`src/sv/literal_escape_decoder_top_assert.svh`:
```
// assertion macros for the literal escape decoder
// used by the decode and output queue modules; no other dependencies
`ifndef LITERAL_ESCAPE_DECODER_TOP_ASSERT_SVH
`define LITERAL_ESCAPE_DECODER_TOP_ASSERT_SVH
`ifndef SYNTHESIS
`define LED_ASSERT_IMP(lbl, clk, rst_n, a, c) \
  lbl: assert property (@(posedge clk) disable iff (!rst_n) (a) |-> (c)) \
    else $error("assertion failed");
`define LED_ASSERT_NXT(lbl, clk, rst_n, a, c) \
  lbl: assert property (@(posedge clk) disable iff (!rst_n) (a) |=> (c)) \
    else $error("assertion failed");
`else
`define LED_ASSERT_IMP(lbl, clk, rst_n, a, c)
`define LED_ASSERT_NXT(lbl, clk, rst_n, a, c)
`endif
`endif

```
`src/sv/led_pkg.sv`:
```
// shared types, codes and decode functions for the literal escape decoder
// no dependencies
`default_nettype none
package led_pkg;

  localparam logic [2:0] ERR_OK       = 3'd0;
  localparam logic [2:0] ERR_HEX_NONE = 3'd1;
  localparam logic [2:0] ERR_UCN_SHORT = 3'd2;
  localparam logic [2:0] ERR_UCN_RANGE = 3'd3;
  localparam logic [2:0] ERR_UCN_CTRL = 3'd4;
  localparam logic [2:0] ERR_TRAIL_BSL = 3'd5;

  localparam logic [0:0] REG_CHAR_WIDTH = 1'b0;
  localparam logic [0:0] REG_CPP11_MODE = 1'b1;

  localparam logic [7:0] CH_BSLASH = 8'h5c;

  typedef struct packed {
    logic [31:0] val;
    logic [2:0]  err;
    logic        ovf;
    logic [2:0]  len;
    logic        eor;
  } res_t;

  typedef struct packed {
    logic [1:0] cnt;
    res_t       r0;
    res_t       r1;
  } push_t;

  typedef struct packed {
    logic [5:0] char_width;
    logic       cpp11_mode;
  } cfg_t;

  function automatic res_t mk(logic [31:0] val, logic [2:0] err, logic ovf,
                              logic [2:0] len);
    res_t r;
    r.val = val;
    r.err = err;
    r.ovf = ovf;
    r.len = len;
    r.eor = 1'b0;
    return r;
  endfunction

  // {valid, digit}
  function automatic logic [4:0] hexval(logic [7:0] c);
    logic [4:0] h;
    h = 5'd0;
    if (c inside {[8'h30:8'h39]}) begin
      h = {1'b1, 4'(c - 8'h30)};
    end else if (c inside {[8'h61:8'h66]}) begin
      h = {1'b1, 4'(c - 8'h57)};
    end else if (c inside {[8'h41:8'h46]}) begin
      h = {1'b1, 4'(c - 8'h37)};
    end
    return h;
  endfunction

  // {overflow, masked value}
  function automatic logic [32:0] fit_width(logic [31:0] v, logic [5:0] cw);
    logic [31:0] m;
    logic [32:0] f;
    m = ~(32'hFFFF_FFFF << cw[4:0]);
    if (cw >= 6'd32) begin
      f = {1'b0, v};
    end else begin
      f = {|(v & ~m), v & m};
    end
    return f;
  endfunction

  function automatic res_t finish_hex(logic [31:0] acc, logic [3:0] dc, logic ovs,
                                      logic [5:0] cw);
    logic [32:0] f;
    res_t r;
    f = fit_width(acc, cw);
    if (dc == 4'd0) begin
      r = mk(32'd0, ERR_HEX_NONE, 1'b0, 3'd0);
    end else begin
      r = mk(f[31:0], ERR_OK, ovs | f[32], 3'd0);
    end
    return r;
  endfunction

  function automatic res_t finish_oct(logic [31:0] acc, logic [5:0] cw);
    logic [32:0] f;
    f = fit_width(acc, cw);
    return mk(f[31:0], ERR_OK, 1'b0, 3'd0);
  endfunction

  function automatic res_t finish_ucn(logic [31:0] v, logic [5:0] cw, logic cpp11);
    logic [2:0] len;
    res_t r;
    if (cw >= 6'd32) begin
      len = 3'd4;
    end else if (cw[4:3] == 2'd2) begin
      len = (v <= 32'hFFFF) ? 3'd2 : 3'd4;
    end else if (v < 32'h80) begin
      len = 3'd1;
    end else if (v < 32'h800) begin
      len = 3'd2;
    end else if (v < 32'h10000) begin
      len = 3'd3;
    end else begin
      len = 3'd4;
    end
    if ((v >= 32'hD800 && v <= 32'hDFFF) || v > 32'h10FFFF) begin
      r = mk(32'd0, ERR_UCN_RANGE, 1'b0, 3'd0);
    end else if (v < 32'ha0 && v != 32'h24 && v != 32'h40 && v != 32'h60 && !cpp11) begin
      r = mk(32'd0, ERR_UCN_CTRL, 1'b0, 3'd0);
    end else begin
      r = mk(v, ERR_OK, 1'b0, len);
    end
    return r;
  endfunction

endpackage
`default_nettype wire

```
`src/sv/led_decode.sv`:
```
// input register, escape state and per-byte decode logic
// depends on led_pkg and literal_escape_decoder_top_assert.svh
`default_nettype none
`include "literal_escape_decoder_top_assert.svh"
module led_decode (
  input  wire logic          clk,
  input  wire logic          rst_n,
  input  wire logic          in_valid,
  output logic               in_ready,
  input  wire logic [7:0]    in_byte_in,
  input  wire logic          in_last_byte,
  input  wire led_pkg::cfg_t cfg_i,
  input  wire logic          room_i,
  output led_pkg::push_t     push_o
);

  localparam logic [2:0] PH_IDLE = 3'd0;
  localparam logic [2:0] PH_BSL  = 3'd1;
  localparam logic [2:0] PH_HEX  = 3'd2;
  localparam logic [2:0] PH_OCT  = 3'd3;
  localparam logic [2:0] PH_UCN  = 3'd4;

  logic        s1_valid_r, s1_valid_nxt;
  logic [7:0]  byte_r;
  logic        last_r;
  logic [2:0]  phase_r, phase_nxt;
  logic [31:0] acc_r, acc_nxt;
  logic [3:0]  dc_r, dc_nxt;
  logic        ovs_r, ovs_nxt;
  logic        long_r, long_nxt;
  logic        fire;

  logic [4:0]     hv;
  logic [31:0]    acc_hex, acc_oct;
  logic [3:0]     dc_inc;
  logic           is_oct;
  logic           pb_emit;
  logic [2:0]     pb_phase;
  led_pkg::res_t  pb_res;
  led_pkg::res_t  r0, r1;
  logic [1:0]     cnt;

  assign fire         = s1_valid_r && room_i;
  assign in_ready     = !s1_valid_r || fire;
  assign s1_valid_nxt = in_ready ? in_valid : s1_valid_r;

  always_ff @(posedge clk) begin
    if (!rst_n) begin
      s1_valid_r <= 1'b0;
      phase_r    <= PH_IDLE;
      acc_r      <= 32'd0;
      dc_r       <= 4'd0;
      ovs_r      <= 1'b0;
      long_r     <= 1'b0;
    end else begin
      s1_valid_r <= s1_valid_nxt;
      phase_r    <= phase_nxt;
      acc_r      <= acc_nxt;
      dc_r       <= dc_nxt;
      ovs_r      <= ovs_nxt;
      long_r     <= long_nxt;
    end
  end

  always_ff @(posedge clk) begin
    if (in_valid && in_ready) begin
      byte_r <= in_byte_in;
      last_r <= in_last_byte;
    end
  end

  always_comb begin
    hv       = led_pkg::hexval(byte_r);
    acc_hex  = {acc_r[27:0], hv[3:0]};
    acc_oct  = {acc_r[28:0], byte_r[2:0]};
    dc_inc   = dc_r + 4'd1;
    is_oct   = byte_r inside {[8'h30:8'h37]};
    pb_emit  = !(byte_r == led_pkg::CH_BSLASH && !last_r);
    pb_phase = pb_emit ? PH_IDLE : PH_BSL;
    pb_res   = (byte_r == led_pkg::CH_BSLASH) ?
               led_pkg::mk(32'd0, led_pkg::ERR_TRAIL_BSL, 1'b0, 3'd0) :
               led_pkg::mk({24'd0, byte_r}, led_pkg::ERR_OK, 1'b0, 3'd0);

    phase_nxt = phase_r;
    acc_nxt   = acc_r;
    dc_nxt    = dc_r;
    ovs_nxt   = ovs_r;
    long_nxt  = long_r;
    cnt       = 2'd0;
    r0        = led_pkg::mk(32'd0, led_pkg::ERR_OK, 1'b0, 3'd0);
    r1        = pb_res;

    if (fire) begin
      case (phase_r)
        PH_BSL: begin
          phase_nxt = PH_IDLE;
          cnt       = 2'd1;
          case (byte_r)
            8'h61: r0 = led_pkg::mk(32'd7, led_pkg::ERR_OK, 1'b0, 3'd0);
            8'h62: r0 = led_pkg::mk(32'd8, led_pkg::ERR_OK, 1'b0, 3'd0);
            8'h65, 8'h45: r0 = led_pkg::mk(32'd27, led_pkg::ERR_OK, 1'b0, 3'd0);
            8'h66: r0 = led_pkg::mk(32'd12, led_pkg::ERR_OK, 1'b0, 3'd0);
            8'h6e: r0 = led_pkg::mk(32'd10, led_pkg::ERR_OK, 1'b0, 3'd0);
            8'h72: r0 = led_pkg::mk(32'd13, led_pkg::ERR_OK, 1'b0, 3'd0);
            8'h74: r0 = led_pkg::mk(32'd9, led_pkg::ERR_OK, 1'b0, 3'd0);
            8'h76: r0 = led_pkg::mk(32'd11, led_pkg::ERR_OK, 1'b0, 3'd0);
            8'h78: begin
              acc_nxt = 32'd0;
              dc_nxt  = 4'd0;
              ovs_nxt = 1'b0;
              if (last_r) begin
                r0 = led_pkg::mk(32'd0, led_pkg::ERR_HEX_NONE, 1'b0, 3'd0);
              end else begin
                phase_nxt = PH_HEX;
                cnt       = 2'd0;
              end
            end
            8'h30, 8'h31, 8'h32, 8'h33, 8'h34, 8'h35, 8'h36, 8'h37: begin
              acc_nxt = {29'd0, byte_r[2:0]};
              dc_nxt  = 4'd1;
              if (last_r) begin
                r0 = led_pkg::finish_oct({29'd0, byte_r[2:0]}, cfg_i.char_width);
              end else begin
                phase_nxt = PH_OCT;
                cnt       = 2'd0;
              end
            end
            8'h75, 8'h55: begin
              acc_nxt  = 32'd0;
              dc_nxt   = 4'd0;
              long_nxt = byte_r[5] == 1'b0;
              if (last_r) begin
                r0 = led_pkg::mk(32'd0, led_pkg::ERR_UCN_SHORT, 1'b0, 3'd0);
              end else begin
                phase_nxt = PH_UCN;
                cnt       = 2'd0;
              end
            end
            default: r0 = led_pkg::mk({24'd0, byte_r}, led_pkg::ERR_OK, 1'b0, 3'd0);
          endcase
        end
        PH_HEX: begin
          if (hv[4]) begin
            acc_nxt = acc_hex;
            ovs_nxt = ovs_r | (|acc_r[31:28]);
            dc_nxt  = (dc_r == 4'd15) ? dc_r : dc_inc;
            if (last_r) begin
              phase_nxt = PH_IDLE;
              cnt       = 2'd1;
              r0 = led_pkg::finish_hex(acc_hex, dc_nxt, ovs_nxt, cfg_i.char_width);
            end
          end else begin
            phase_nxt = pb_phase;
            cnt       = pb_emit ? 2'd2 : 2'd1;
            r0 = led_pkg::finish_hex(acc_r, dc_r, ovs_r, cfg_i.char_width);
          end
        end
        PH_OCT: begin
          if (is_oct && dc_r < 4'd3) begin
            acc_nxt = acc_oct;
            dc_nxt  = dc_inc;
            if (dc_inc >= 4'd3 || last_r) begin
              phase_nxt = PH_IDLE;
              cnt       = 2'd1;
              r0        = led_pkg::finish_oct(acc_oct, cfg_i.char_width);
            end
          end else begin
            phase_nxt = pb_phase;
            cnt       = pb_emit ? 2'd2 : 2'd1;
            r0        = led_pkg::finish_oct(acc_r, cfg_i.char_width);
          end
        end
        PH_UCN: begin
          if (hv[4]) begin
            acc_nxt = acc_hex;
            dc_nxt  = dc_inc;
            if (dc_inc >= (long_r ? 4'd8 : 4'd4)) begin
              phase_nxt = PH_IDLE;
              cnt       = 2'd1;
              r0 = led_pkg::finish_ucn(acc_hex, cfg_i.char_width, cfg_i.cpp11_mode);
            end else if (last_r) begin
              phase_nxt = PH_IDLE;
              cnt       = 2'd1;
              r0 = led_pkg::mk(32'd0, led_pkg::ERR_UCN_SHORT, 1'b0, 3'd0);
            end
          end else begin
            phase_nxt = pb_phase;
            cnt       = pb_emit ? 2'd2 : 2'd1;
            r0 = led_pkg::mk(32'd0, led_pkg::ERR_UCN_SHORT, 1'b0, 3'd0);
          end
        end
        default: begin
          phase_nxt = pb_phase;
          cnt       = pb_emit ? 2'd1 : 2'd0;
          r0        = pb_res;
        end
      endcase
    end

    r0.eor     = (cnt == 2'd1);
    r1.eor     = 1'b1;
    push_o.cnt = cnt;
    push_o.r0  = r0;
    push_o.r1  = r1;
  end

  `LED_ASSERT_IMP(a_two_only_mid_escape, clk, rst_n, push_o.cnt == 2'd2, phase_r == PH_HEX || phase_r == PH_OCT || phase_r == PH_UCN)
  `LED_ASSERT_NXT(a_last_ends_escape, clk, rst_n, fire && last_r, phase_r == PH_IDLE)
  `LED_ASSERT_IMP(a_push_needs_item, clk, rst_n, push_o.cnt != 2'd0, fire)

endmodule
`default_nettype wire

```
`src/sv/led_out_queue.sv`:
```
// four-entry result queue, takes up to two results per cycle, gives one while out_ready is high
// depends on led_pkg and literal_escape_decoder_top_assert.svh
`default_nettype none
`include "literal_escape_decoder_top_assert.svh"
module led_out_queue (
  input  wire logic           clk,
  input  wire logic           rst_n,
  input  wire led_pkg::push_t push_i,
  output logic                room_o,
  output logic                out_valid,
  input  wire logic           out_ready,
  output led_pkg::res_t       head_o
);

  led_pkg::res_t q_r [4];
  logic [1:0] wr_ptr_r, wr_ptr_nxt;
  logic [1:0] rd_ptr_r, rd_ptr_nxt;
  logic [2:0] count_r, count_nxt;
  logic       pop;

  assign out_valid  = count_r != 3'd0;
  assign pop        = out_valid && out_ready;
  assign room_o     = count_r <= 3'd2;
  assign head_o     = q_r[rd_ptr_r];
  assign wr_ptr_nxt = wr_ptr_r + push_i.cnt;
  assign rd_ptr_nxt = rd_ptr_r + {1'b0, pop};
  assign count_nxt  = count_r + {1'b0, push_i.cnt} - {2'b00, pop};

  always_ff @(posedge clk) begin
    if (!rst_n) begin
      wr_ptr_r <= 2'd0;
      rd_ptr_r <= 2'd0;
      count_r  <= 3'd0;
    end else begin
      wr_ptr_r <= wr_ptr_nxt;
      rd_ptr_r <= rd_ptr_nxt;
      count_r  <= count_nxt;
    end
  end

  always_ff @(posedge clk) begin
    if (push_i.cnt != 2'd0) begin
      q_r[wr_ptr_r] <= push_i.r0;
    end
    if (push_i.cnt == 2'd2) begin
      q_r[wr_ptr_r + 2'd1] <= push_i.r1;
    end
  end

  `LED_ASSERT_IMP(a_push_has_room, clk, rst_n, push_i.cnt != 2'd0, count_r <= 3'd2)
  `LED_ASSERT_NXT(a_empty_stays_empty, clk, rst_n, count_r == 3'd0 && push_i.cnt == 2'd0, !out_valid)
  `LED_ASSERT_IMP(a_count_bounded, clk, rst_n, 1'b1, count_r <= 3'd4)

endmodule
`default_nettype wire

```
`src/sv/literal_escape_decoder_top.sv`:
```
// path: each byte is held in the input register, then its results enter the output queue
// throughput: one byte per cycle; a byte that closes an escape and also yields
// itself gives two results, delivered one after the other from a
// four-entry queue, and input stalls while fewer than two entries are free
// reset (synchronous, active low): idle outside any escape, queue empty,
// char_width 8, cpp11_mode 1
`default_nettype none
module literal_escape_decoder_top (
  input  wire logic        clk,
  input  wire logic        rst_n,
  input  wire logic        in_valid,
  output logic             in_ready,
  input  wire logic [7:0]  in_byte_in,
  input  wire logic        in_last_byte,
  output logic             out_valid,
  input  wire logic        out_ready,
  output logic [31:0]      out_char_value,
  output logic [2:0]       out_error_code,
  output logic             out_overflow,
  output logic [2:0]       out_encoded_len,
  output logic             out_end_of_run,
  input  wire logic        cfg_valid,
  output logic             cfg_ready,
  input  wire logic [0:0]  cfg_index,
  input  wire logic [5:0]  cfg_data
);

  logic [5:0]     char_width_r;
  logic           cpp11_r;
  led_pkg::cfg_t  cfg;
  led_pkg::push_t push;
  led_pkg::res_t  head;
  logic           room;

  assign cfg_ready      = 1'b1;
  assign cfg.char_width = char_width_r;
  assign cfg.cpp11_mode = cpp11_r;

  always_ff @(posedge clk) begin
    if (!rst_n) begin
      char_width_r <= 6'd8;
      cpp11_r      <= 1'b1;
    end else if (cfg_valid && cfg_ready) begin
      if (cfg_index == led_pkg::REG_CHAR_WIDTH) begin
        char_width_r <= cfg_data;
      end else if (cfg_index == led_pkg::REG_CPP11_MODE) begin
        cpp11_r <= cfg_data[0];
      end
    end
  end

  led_decode u_decode (
    .clk          (clk),
    .rst_n        (rst_n),
    .in_valid     (in_valid),
    .in_ready     (in_ready),
    .in_byte_in   (in_byte_in),
    .in_last_byte (in_last_byte),
    .cfg_i        (cfg),
    .room_i       (room),
    .push_o       (push)
  );

  led_out_queue u_queue (
    .clk       (clk),
    .rst_n     (rst_n),
    .push_i    (push),
    .room_o    (room),
    .out_valid (out_valid),
    .out_ready (out_ready),
    .head_o    (head)
  );

  assign out_char_value  = head.val;
  assign out_error_code  = head.err;
  assign out_overflow    = head.ovf;
  assign out_encoded_len = head.len;
  assign out_end_of_run  = head.eor;

endmodule
`default_nettype wire
```
`config.mk`:
```
export PLATFORM = sky130hd
export DESIGN_NAME = literal_escape_decoder_top
export DESIGN_NICKNAME = d
export VERILOG_FILES = /design/src/sv/led_pkg.sv /design/src/sv/led_decode.sv /design/src/sv/led_out_queue.sv /design/src/sv/literal_escape_decoder_top.sv
export VERILOG_INCLUDE_DIRS = /design/src /design/src/sv
export SDC_FILE = /design/constraint.sdc
export NUM_CORES = 1
export LEC_CHECK = 0
export BUFFER_PORTS_ARGS = -buffer_cell sky130_fd_sc_hd__buf_2
export CAP_MARGIN = 0
export CORE_MARGIN = 8
export CORE_UTILIZATION = 30
export CTS_CLUSTER_SIZE = 12
export DETAILED_ROUTE_END_ITERATION = 6
export GPL_ROUTABILITY_DRIVEN = 0
export PLACE_DENSITY = 0.53
export SETUP_SLACK_MARGIN = 0.15
export SYNTH_ARGS = -nofsm -noshare
export SYNTH_HDL_FRONTEND = slang
export SYNTH_SLANG_ARGS = --single-unit
```
`constraint.sdc`:
```
create_clock -name clk -period 4.1 [get_ports clk]
set_input_delay 0.41 -clock clk [delete_from_list [all_inputs] [get_ports clk]]
set_output_delay 0.41 -clock clk [all_outputs]
set_load 0.1 [all_outputs]
```
; ---- Yosys cells after proc, flatten, opt, wreduce, memory -nomap -nowiden
; Memories as Yosys holds them, arrays and structs flattened. A register that Yosys moved wholly into a read port is not among the register bits.
; Cells that the tools add are included.
[word_totals]
output_inout_bits = 43
word_cells = 218
mem_count = 1
ram_bits = 160
regBits = 65
in_bits = 21
[memory_table]
columns = memory, words, word_bits, read_ports, rd_clocked_by_memory_dff, wr, line_no
row1 = u_queue.q_r, 4, 40, 1, 1, 2, led_out_queue.sv:15  ; led_pkg::res_t q_r [4];
[classes]
n_mux = 79
n_lt_le_gt_ge = 20
reduce_logical = 43
n_eq_ne = 39
n_bitwise = 13
add_sub_neg = 9
n_shift = 1
[ops]
columns = cell, n
row1 = 2-to-1 mux 40 bit, 12
row2 = one-hot mux 40 bit (11 select lines), 1
row3 = 2-to-1 mux 33 bit, 9
row4 = bitwise AND 32 bit, 5
row5 = one-hot mux 40 bit (4 select lines), 1
row6 = 2-to-1 mux 32 bit, 4
row7 = == test 8 x 7 -> 1 bit (second input constant), 13
row8 = one-hot mux 32 bit (3 select lines), 1
row9 = == test 8 x 6 -> 1 bit (second input constant), 8
row10 = less-or-equal comparator 32 x 16 -> 1 bit (second input constant), 2
row11 = < comparator 32 x 8 -> 1 bit (second input constant), 2
row12 = inequality test 32 x 7 -> 1 bit (second input constant), 2
row13 = NOT 32 bit, 2
row14 = one-hot mux 32 bit (2 select lines), 1
row15 = OR reduction 32 bit, 2
row16 = 2-to-1 mux 3 bit, 13
row17 = bitwise AND 3 x 32 -> 32 bit, 1
row18 = >= comparator 32 x 16 -> 1 bit (second input constant), 1
row19 = greater-than comparator 32 x 21 -> 1 bit (second input constant), 1
row20 = < comparator 32 x 12 -> 1 bit (second input constant), 1
row21 = < comparator 32 x 17 -> 1 bit (second input constant), 1
row22 = inequality test 32 x 6 -> 1 bit (second input constant), 1
row23 = left shift 32 x 5 -> 32 bit (first input constant), 1
row24 = 2-to-1 mux 2 bit, 10
row25 = other kinds (57), 109

; ---- Logic depth before layout (Yosys ltp)
; Gate-level depths: netlist of run 1.
[logic_depth]
word_depth = 18
ltp_mapped = 16

; ---- Modules after synthesis
; Synthesis of run 1 repeated with hierarchy kept, for this count alone.
[hier_totals]
cells_unflattened = 1346
hier_area_um2 = 14586.5
[by_module_without_submodules]
columns = module, cells_per_inst, n_inst, seq_area_each_um2, area_each_um2
row1 = led_out_queue, 436, 1, 4944.7, 8161.6
row2 = led_decode, 877, 1, 1111.1, 6117.1
row3 = literal_escape_decoder_top, 33, 1, 140.1, 307.8

; ---- Worst setup path after synthesis of run 1
; Ideal clock, no wire load.
[synth_path]
path_kind = reg2reg
startpoint = reg u_decode.byte_r[1]
endpoint = reg u_queue.count_r[2]
path_stages_with_launch = 15
arrival_ns = 3.495
setup_ns = 0.115
slack_ns = 0.490
path_buffers = 2
cell_sequence = edfxtp_1 -> clkbuf_1 -> inv_1 -> ha_1 -> o21ba_2 -> o21ai_1 -> a31oi_1 -> nor3_1 -> buf_2 -> inv_2 -> ha_1 -> fa_1 -> xor2_1 -> xnor2_1 -> and2_1
[synth_via]
elab_chain_cells = 10
elab_cells_between_ends = 39
[synth_lines]
columns = item, line_no
row1 = from (decl), led_decode.sv:24  ; logic [7:0] byte_r;
row2 = from (signal assigned), led_decode.sv:67  ; byte_r <= in_byte_in;
row3 = >= comparator 8 x 7 -> 1 bit / less-or-equal comparator 8 x 7 -> 1 bit (equally long branches), led_pkg.sv:56  ; end else if (c inside {[8'h41:8'h46]}) begin
row4 = logical AND 1 bit, led_pkg.sv:56
row5 = 2-to-1 mux 5 bit, led_pkg.sv:56
row6 = 2-to-1 mux 5 bit, led_pkg.sv:54  ; end else if (c inside {[8'h61:8'h66]}) begin
row7 = 2-to-1 mux 5 bit, led_pkg.sv:52  ; if (c inside {[8'h30:8'h39]}) begin
row8 = "2-to-1 mux 2 bit, on equally long branches", "led_decode.sv:174, led_decode.sv:143"
row9 = one-hot mux 2 bit (4 select lines) (*), led_decode.sv:94  ; case (phase_r)
row10 = 2-to-1 mux 2 bit (*), led_decode.sv:93  ; if (fire) begin
row11 = adder 3 x 2 -> 3 bit (*), led_out_queue.sv:27  ; assign count_nxt = count_r + {1'b0, push_i.cnt} - {2'b00, pop};
row12 = subtractor 3 x 1 -> 3 bit (*), led_out_queue.sv:27
row13 = to (signal assigned), led_out_queue.sv:37  ; count_r <= count_nxt;
row14 = to (decl), led_out_queue.sv:18  ; logic [2:0] count_r, count_nxt;
; Every way passes the cells marked *; elsewhere a longest branch is shown, timed or not.
; A chain may end at the register's enable or synchronous reset.

==> results.md, run 1 <==
- Largest net degree at the start of global routing: 63
- Multi-input logic area: between 0.007 and 0.008 mm2
- Initial Util: 0.305
- Placement-stage cell area: 0.0140 mm2
- Die area: 0.0508 mm2
- Leakage power: approximately 5.7 nW
- CP endpoint kind: register
- Routed len/inst: 22.4 um
- Fin area: roughly 0.015 mm2
- DR top layer: met5
- Net Sw Power: roughly 0.0022 W
- Arrival time worst endpoint: roughly 4 ns
- Most instantiated cells after synthesis: dfxtp_1 (176), nand3_1 (137), o21ai_0 (130)
- Crit-path cells: inv_1, ha_1, nor3b_1, a311o_1, nand2_1, and2_1, a22o_1, a221o_1, a21oi_1, o22ai_1
- Mean Syn Cell Area: 8.61 um2
- Die Span X: 225 um
- Flops & latches, synth: 225
- Logic gate share of total power: 0.256
- Final setup fails: 0
- Diodes inserted: 0
- Vias after detailed routing: around 13,000
- Clock Root Buffer: clkbuf_16
- Total CTS buffers: 25
- Util after Layout: 0.344
- Ys Warns: 0
- Worst setup SP type: register
- Top cell type's share of synthesized area: 0.268
- I/O pins: 64
- Clock sinks: roughly 230
- Max Clock Skew: a little over 0.02 ns
- TNS Setup: 0 ns
- Filler cells: around 4,500
- Worst setup margin: 0.345 ns
- Total track usage: 0.179
- Vias in the first global route: 12,000
- Worst Path Required: 4.36 ns
- Placed cells: 2,070
- DR WL met3: ~3.7 mm
- Number of nets with antenna violations after routing: 0
- Max-cap viol count: 0
- Initial DRT Pass Iterations: 5
- WL final: 47.4 mm
- CTS tree: yes
- Switching share of power: 0.346
- Register area: 0.00500 mm2
- Max-Slew Margin vs Limit: 0.318
- Fin cells: 2,115
- Count of flip-flops with a built-in enable after synthesis: 49
- Pre-CTS setup slack: 0.388 ns
- Async set-reset flop share out of synthesis: 0
- CP max stage delay: 0.48 ns
- Fin. Hold Viols: 0
- Post CTS Setup Buffer Count: 0
- Clk_lat worst skew: 0.54 ns
- Worst Path Max Fanout: 9
- Nets@finish: about 1,500
- Worst Tran Pin Value: ~1.0 ns
- CTS clock-pin slew for the worst setup and hold paths: 0.06 ns
- Dominant cells by area after synthesis: dfxtp_1 (27%), edfxtp_1 (11%), mux4_2 (6.8%), nand3_1 (5.2%), o21ai_0 (4.9%)
- Post-Synthesis Cells: approximately 1,500
- Vias per cell: approximately 6.0
- Layout cells sized above 1: 0.146
- Max Slew Vio Count: 0
- Count leader, synth: dfxtp_1
- Final Critical Period: 3.75 ns
- Core area: 0.0432 mm2
- Crit share post-route: 0.916
- Post-Syn Area: 0.0132 mm2
- Dpl hpwl: roughly 32 mm
- Clock buffer depth: 3
- Sequential power share: 0.395
- WL met2: between 20 and 25 mm
- Biggest area consumer among synthesized cells: dfxtp_1
- Worst VDD drop: 0.000255 V
- Netlist cell types: 88
- Cell Int Power: approximately 0.0042 W
- Slowest-stage cell, CP: edfxtp_1
- Max Fclk: ~270 MHz
- Iter 0 DRT Violations: 1,272
- Htree depth: 1
- Sequential fraction of the synthesis area: 0.380
- PD cells: 434 mW/mm2
- Row Count: 76
- Die height: 225 um
- Syn Nets: 1,564
- Remaining global-route overflow: 0
- First-pass GRT wire length: 73.4 mm
- RSZ-0062 raised after global routing: no
- # DRC: 0
- Top FF cell, synth: dfxtp_1
- Kind of critical path: register to register
- Port bufs: 62
- Clk pwr share: 0.349
- Outcome: finished clean
- Synth-to-Final Area Change: 13.0%
- Hold Path Class: input pin to register
- CTS Hold Bufs: 0
- Initial antenna violation count: 1
- M1 WL: 20.2 mm
## flip-flops by register name, indices dropped and copies added, names as in the netlist, 2 cells and up
| name | cells |
|---|---|
| u_decode.acc_r | 32 |
| char_width_r | 6 |
| u_decode.byte_r | 8 |
| u_queue.count_r | 3 |
| u_queue.wr_ptr_r | 2 |
| u_queue.q_r | 160 |
| u_queue.rd_ptr_r | 2 |
| u_decode.phase_r | 3 |
| u_decode.dc_r | 4 |
## final timing paths
kind,cells after the start,to,start,slack [ns]
setup / recovery,10,u_queue.q_r[3][9],u_decode.byte_r[1],0.35
hold reg to reg,2,u_queue.q_r[3][26],u_queue.q_r[3][26],0.45
setup reg to reg,10,u_queue.q_r[3][9],u_decode.byte_r[1],0.35
hold / removal,1,u_decode.byte_r[7],in_byte_in[7],0.05
## cell usage in the layout, fill, tap and decap left out, drive strengths merged, types with 39 or more instances in the layout
master,n
dfxtp,176
o21ai,155
nand3,137
nand2,127
buf,121
a21oi,111
nor2,82
edfxtp,49
o22ai,46
mux4,40
clkbuf,39
## cell families (layout without fill, tap and decap cells)
logic type      count (synthesis)  after routing  synth area share
fa+ha+maj                      16             16            0.0158
xor+xnor                       11             11           0.00732
mux                            50             50            0.0761
compound gates                549            549             0.280
other cells                     1              1          0.000285
buf+inv                       189            192            0.0580
flops                         225            225             0.380
simple gates                  486            486             0.183
## repair_timing
item / CTS / global route
gates resized for setup: 0 / 3
endpoints found under the hold margin: 0 / 0
endpoints found under the setup margin: 0 / 24
## area by class of cell
type                       instances  area share
inverter                          26     0.00656
tap                              585      0.0492
clock inverter                     6     0.00539
sequential                       225       0.336
timing repair buffer             121      0.0549
clock buffer                      39      0.0490
multi-input combinational       1113       0.499
## metal layers
metal,global-route usage,vias to the layer above
met5,0,-
li1,-,5759
met1,0.241,6153
met2,0.288,616
met4,0.0717,2
met3,0.0252,120
## power by group through the flow
stage,logic (W),clock network (W),registers (W)
CTS,0.00165,0.00231,0.00255
floorplan,0.00134,0,0.00246
global placement,0.00164,0,0.00260
detailed placement,0.00164,0,0.00260
finish,0.00165,0.00225,0.00255
global route,0.00176,0.00239,0.00257
## worst max-delay path: cells and delay by family (launching register included)
family | cells | cell delay, ns
flip-flops | 1 | 0.48
AND/OR/NAND/NOR | 3 | 1.05
adder cells (fa/ha/maj) | 1 | 0.27
AO/OA/AOI/OAI | 5 | 1.52
buffers and inverters | 1 | 0.15
## per-stage QoR
stage | hold slack (ns) | total power [W]
6_report | 0.0506 | 0.00646
5_1_grt | 0.0301 | 0.00672
4_1_cts | 0.0268 | 0.00651
3_5_place_dp | 0.445 | 0.00424
3_3_place_gp | 0.437 | 0.00424
2_1_floorplan | 0.431 | 0.00380
Power figures use the tool's default switching activity.
==> run 2: changes to the inputs <==
PLACE_DENSITY = 0.54   (was 0.53)
SLEW_MARGIN = 20   (was default)
clock period = 3.2 ns   (was 4.1 ns; I/O delays follow)
==> run 2 against run 1 <==
Compared with the run above:
- count of clock-buffer cells in the layout down 4
- cell area up 9.5%
- sequential share of layout area down 2.9 points
- sequential power up 26%
- power up 33%
- via count up 4.7%
- routed wire length up 4.3%
- die area unchanged
- flip-flop and latch count unchanged
==> results.md, run 2 (synthesized netlist as in run 1, its figures left out) <==
- Hold Path Class: input pin to register
- DR WL met3: 4.07 mm (+11%)
- PD cells: 526 mW/mm2 (+21%)
- Vias in the first global route: 12,800 (+6.2%)
- Register area: 0.00500 mm2 (unchanged)
- WL met2: 22.6 mm (+4.1%)
- Max Fclk: 322 MHz (+21%)
- M1 WL: 20.6 mm (+2.1%)
- First-pass GRT wire length: 76.2 mm (+3.9%)
- WL final: 49.5 mm (+4.3%)
- Initial antenna violation count: 1 (unchanged)
- Number of nets with antenna violations after routing: 0 (unchanged)
- CP max stage delay: 0.44 ns (-0.04 ns)
- Row Count: 76 (unchanged)
- Total CTS buffers: 26 (+4.0%)
- Filler cells: 4,390 (-2.5%)
- Multi-input logic area: 0.00780 mm2 (+5.2%)
- Vias after detailed routing: 13,200 (+4.7%)
- Dpl hpwl: 34.4 mm (+7.6%)
- Max Slew Vio Count: 0 (unchanged)
- Max-Slew Margin vs Limit: 0.334 (+0.0160)
- Largest net degree at the start of global routing: 57 (-9.5%)
- Synth-to-Final Area Change: 23.8%
- Most frequent cells in the layout: dfxtp_1 (174), nand3_1 (133), buf_4 (132)
- DR top layer: met5
- Worst Tran Pin Value: 1.00 ns (-0.0240 ns)
- Max Clock Skew: 0.0292 ns (+0.00903 ns)
- Initial DRT Pass Iterations: 6 (+1)
- Worst VDD drop: 0.000389 V (+53%)
- RSZ-0062 raised after global routing: yes
- CP endpoint kind: register
- Clock sinks: 225 (unchanged)
- Crit share post-route: 0.972 (+0.0559)
- Slowest-stage cell, CP: edfxtp_1
- Die height: 225 um (unchanged)
- Htree depth: 1 (unchanged)
- Initial Util: 0.305 (unchanged)
- Final setup fails: 0 (unchanged)
- Final Critical Period: 3.11 ns (-0.645 ns)
- Largest regs: u_queue.q_r x160, u_decode.acc_r x32, u_decode.byte_r x8
- Layout cells sized above 1: 0.232 (+0.0860)
- Port bufs: 62 (unchanged)
- Worst Path Required: 3.46 ns (-0.90 ns)
- Biggest register: u_queue.q_r
- CTS tree: yes
- Core area: 0.0432 mm2 (unchanged)
- Kind of critical path: register to register
- Diodes inserted: 0 (unchanged)
- Vias per cell: 5.97 (-0.25%)
- Nets@finish: 1,654 (+6.8%)
- Max-cap viol count: 0 (unchanged)
- Worst Path Max Fanout: 6 (-3)
- Crit-path cells: inv_2, ha_4, nor3b_4, nor4_2, a211oi_2, buf_4, mux2i_4, o21ai_4, a311o_1, a221oi_4, o22ai_1
- TNS Setup: 0 ns (unchanged)
- Iter 0 DRT Violations: 1,419 (+12%)
- Util after Layout: 0.377 (+0.0327)
- Worst setup SP type: register
- Die Span X: 225 um (unchanged)
- Flip-flop count of the largest register after layout: 160 (unchanged)
- I/O pins: 64 (unchanged)
- Arrival time worst endpoint: 3.37 ns (-0.64 ns)
- Clock Root Buffer: clkbuf_16
- Remaining global-route overflow: 0 (unchanged)
- # DRC: 0 (unchanged)
- Leakage power: 6.39 nW (+12%)
- Die area: 0.0508 mm2 (unchanged)
- Clk_lat worst skew: 0.55 ns (about the same)
- CTS clock-pin slew for the worst setup and hold paths: 0.05 ns (about the same)
- Routed len/inst: 22.3 um (-0.64%)
- Outcome: finished clean
- Fin. Hold Viols: 0 (unchanged)
- Clock buffer depth: 3 (unchanged)
- Total track usage: 0.186 (+0.00637)
- Commonest non-fill, non-tap cell in the layout: dfxtp_1
==> run 2: changes by cell type in the layout (fill, tap and decap cells not counted), sizes merged <==
cell	before	now
buf	121	215
clkbuf	39	36
clkinv	5	9
dlygate4sd3	0	9
inv	24	25
==> run 2: through the flow <==
step / instances / total power [W] / cell area (um2) / hold slack (ns) / setup slack, ns
finish: 2220 / 0.00857 / 16300 / 0.0290 / 0.0907
global placement: 2159 / 0.00559 / 15000 / 0.438 / -0.0345
detailed placement: 2159 / 0.00560 / 15000 / 0.443 / -0.0510
global route: 2220 / 0.00892 / 16300 / 0.00423 / -0.0198
floorplan: 1527 / 0.00491 / 13300 / 0.419 / 0.0717
CTS: 2214 / 0.00859 / 16000 / 0.00191 / 0.138
==> run 2: cell type report <==
class	instances	share of cell area
timing repair buffer	225	0.111
inverter	26	0.00615
multi-input combinational	1113	0.479
clock buffer	35	0.0445
clock inverter	11	0.00753
sequential	225	0.307
tap	585	0.0450
==> run 2: layer usage <==
| layer | track usage | up-vias |
|---|---|---|
| li1 | - | 5973 |
| met5 | 0 | - |
| met3 | 0.0269 | 174 |
| met1 | 0.249 | 6383 |
| met2 | 0.300 | 713 |
| met4 | 0.0713 | 2 |
==> run 2: path summary, 6_finish.rpt <==
| kind | slack [ns] | from | depth (start not counted) | to |
|---|---|---|---|---|
| max | 0.09 | u_decode.byte_r[0] | 11 | u_queue.q_r[2][10] |
| min | 0.03 | in_valid | 3 | u_decode.s1_valid_r |
| max reg2reg | 0.09 | u_decode.byte_r[0] | 11 | u_queue.q_r[2][10] |
| min reg2reg | 0.45 | u_queue.q_r[2][20] | 2 | u_queue.q_r[2][20] |
==> run 2: power by group <==
part	switching [W]	total (W)	internal, W
Combinational	0.00161	0.00242	0.000803
Clock	0.00120	0.00294	0.00175
Sequential	0.000168	0.00321	0.00304
==> run 2: worst max-delay path, delay by kind of cell (launching register included) <==
family | cells | cell delay (ns)
AO/OA/AOI/OAI | 5 | 1.21
adder cells (fa/ha/maj) | 1 | 0.19
buffers and inverters | 2 | 0.35
flip-flops | 1 | 0.44
multiplexers | 1 | 0.24
AND/OR/NAND/NOR | 2 | 0.41
==> run 2: timing repair <==
action,in CTS,in global routing
hold buffers,9,0
cloned,0,1
buffers inserted,0,5
endpoints found under the hold margin,9,0
pin swaps,6,10
setup endpoints to repair,38,176
gates resized for setup,13,45
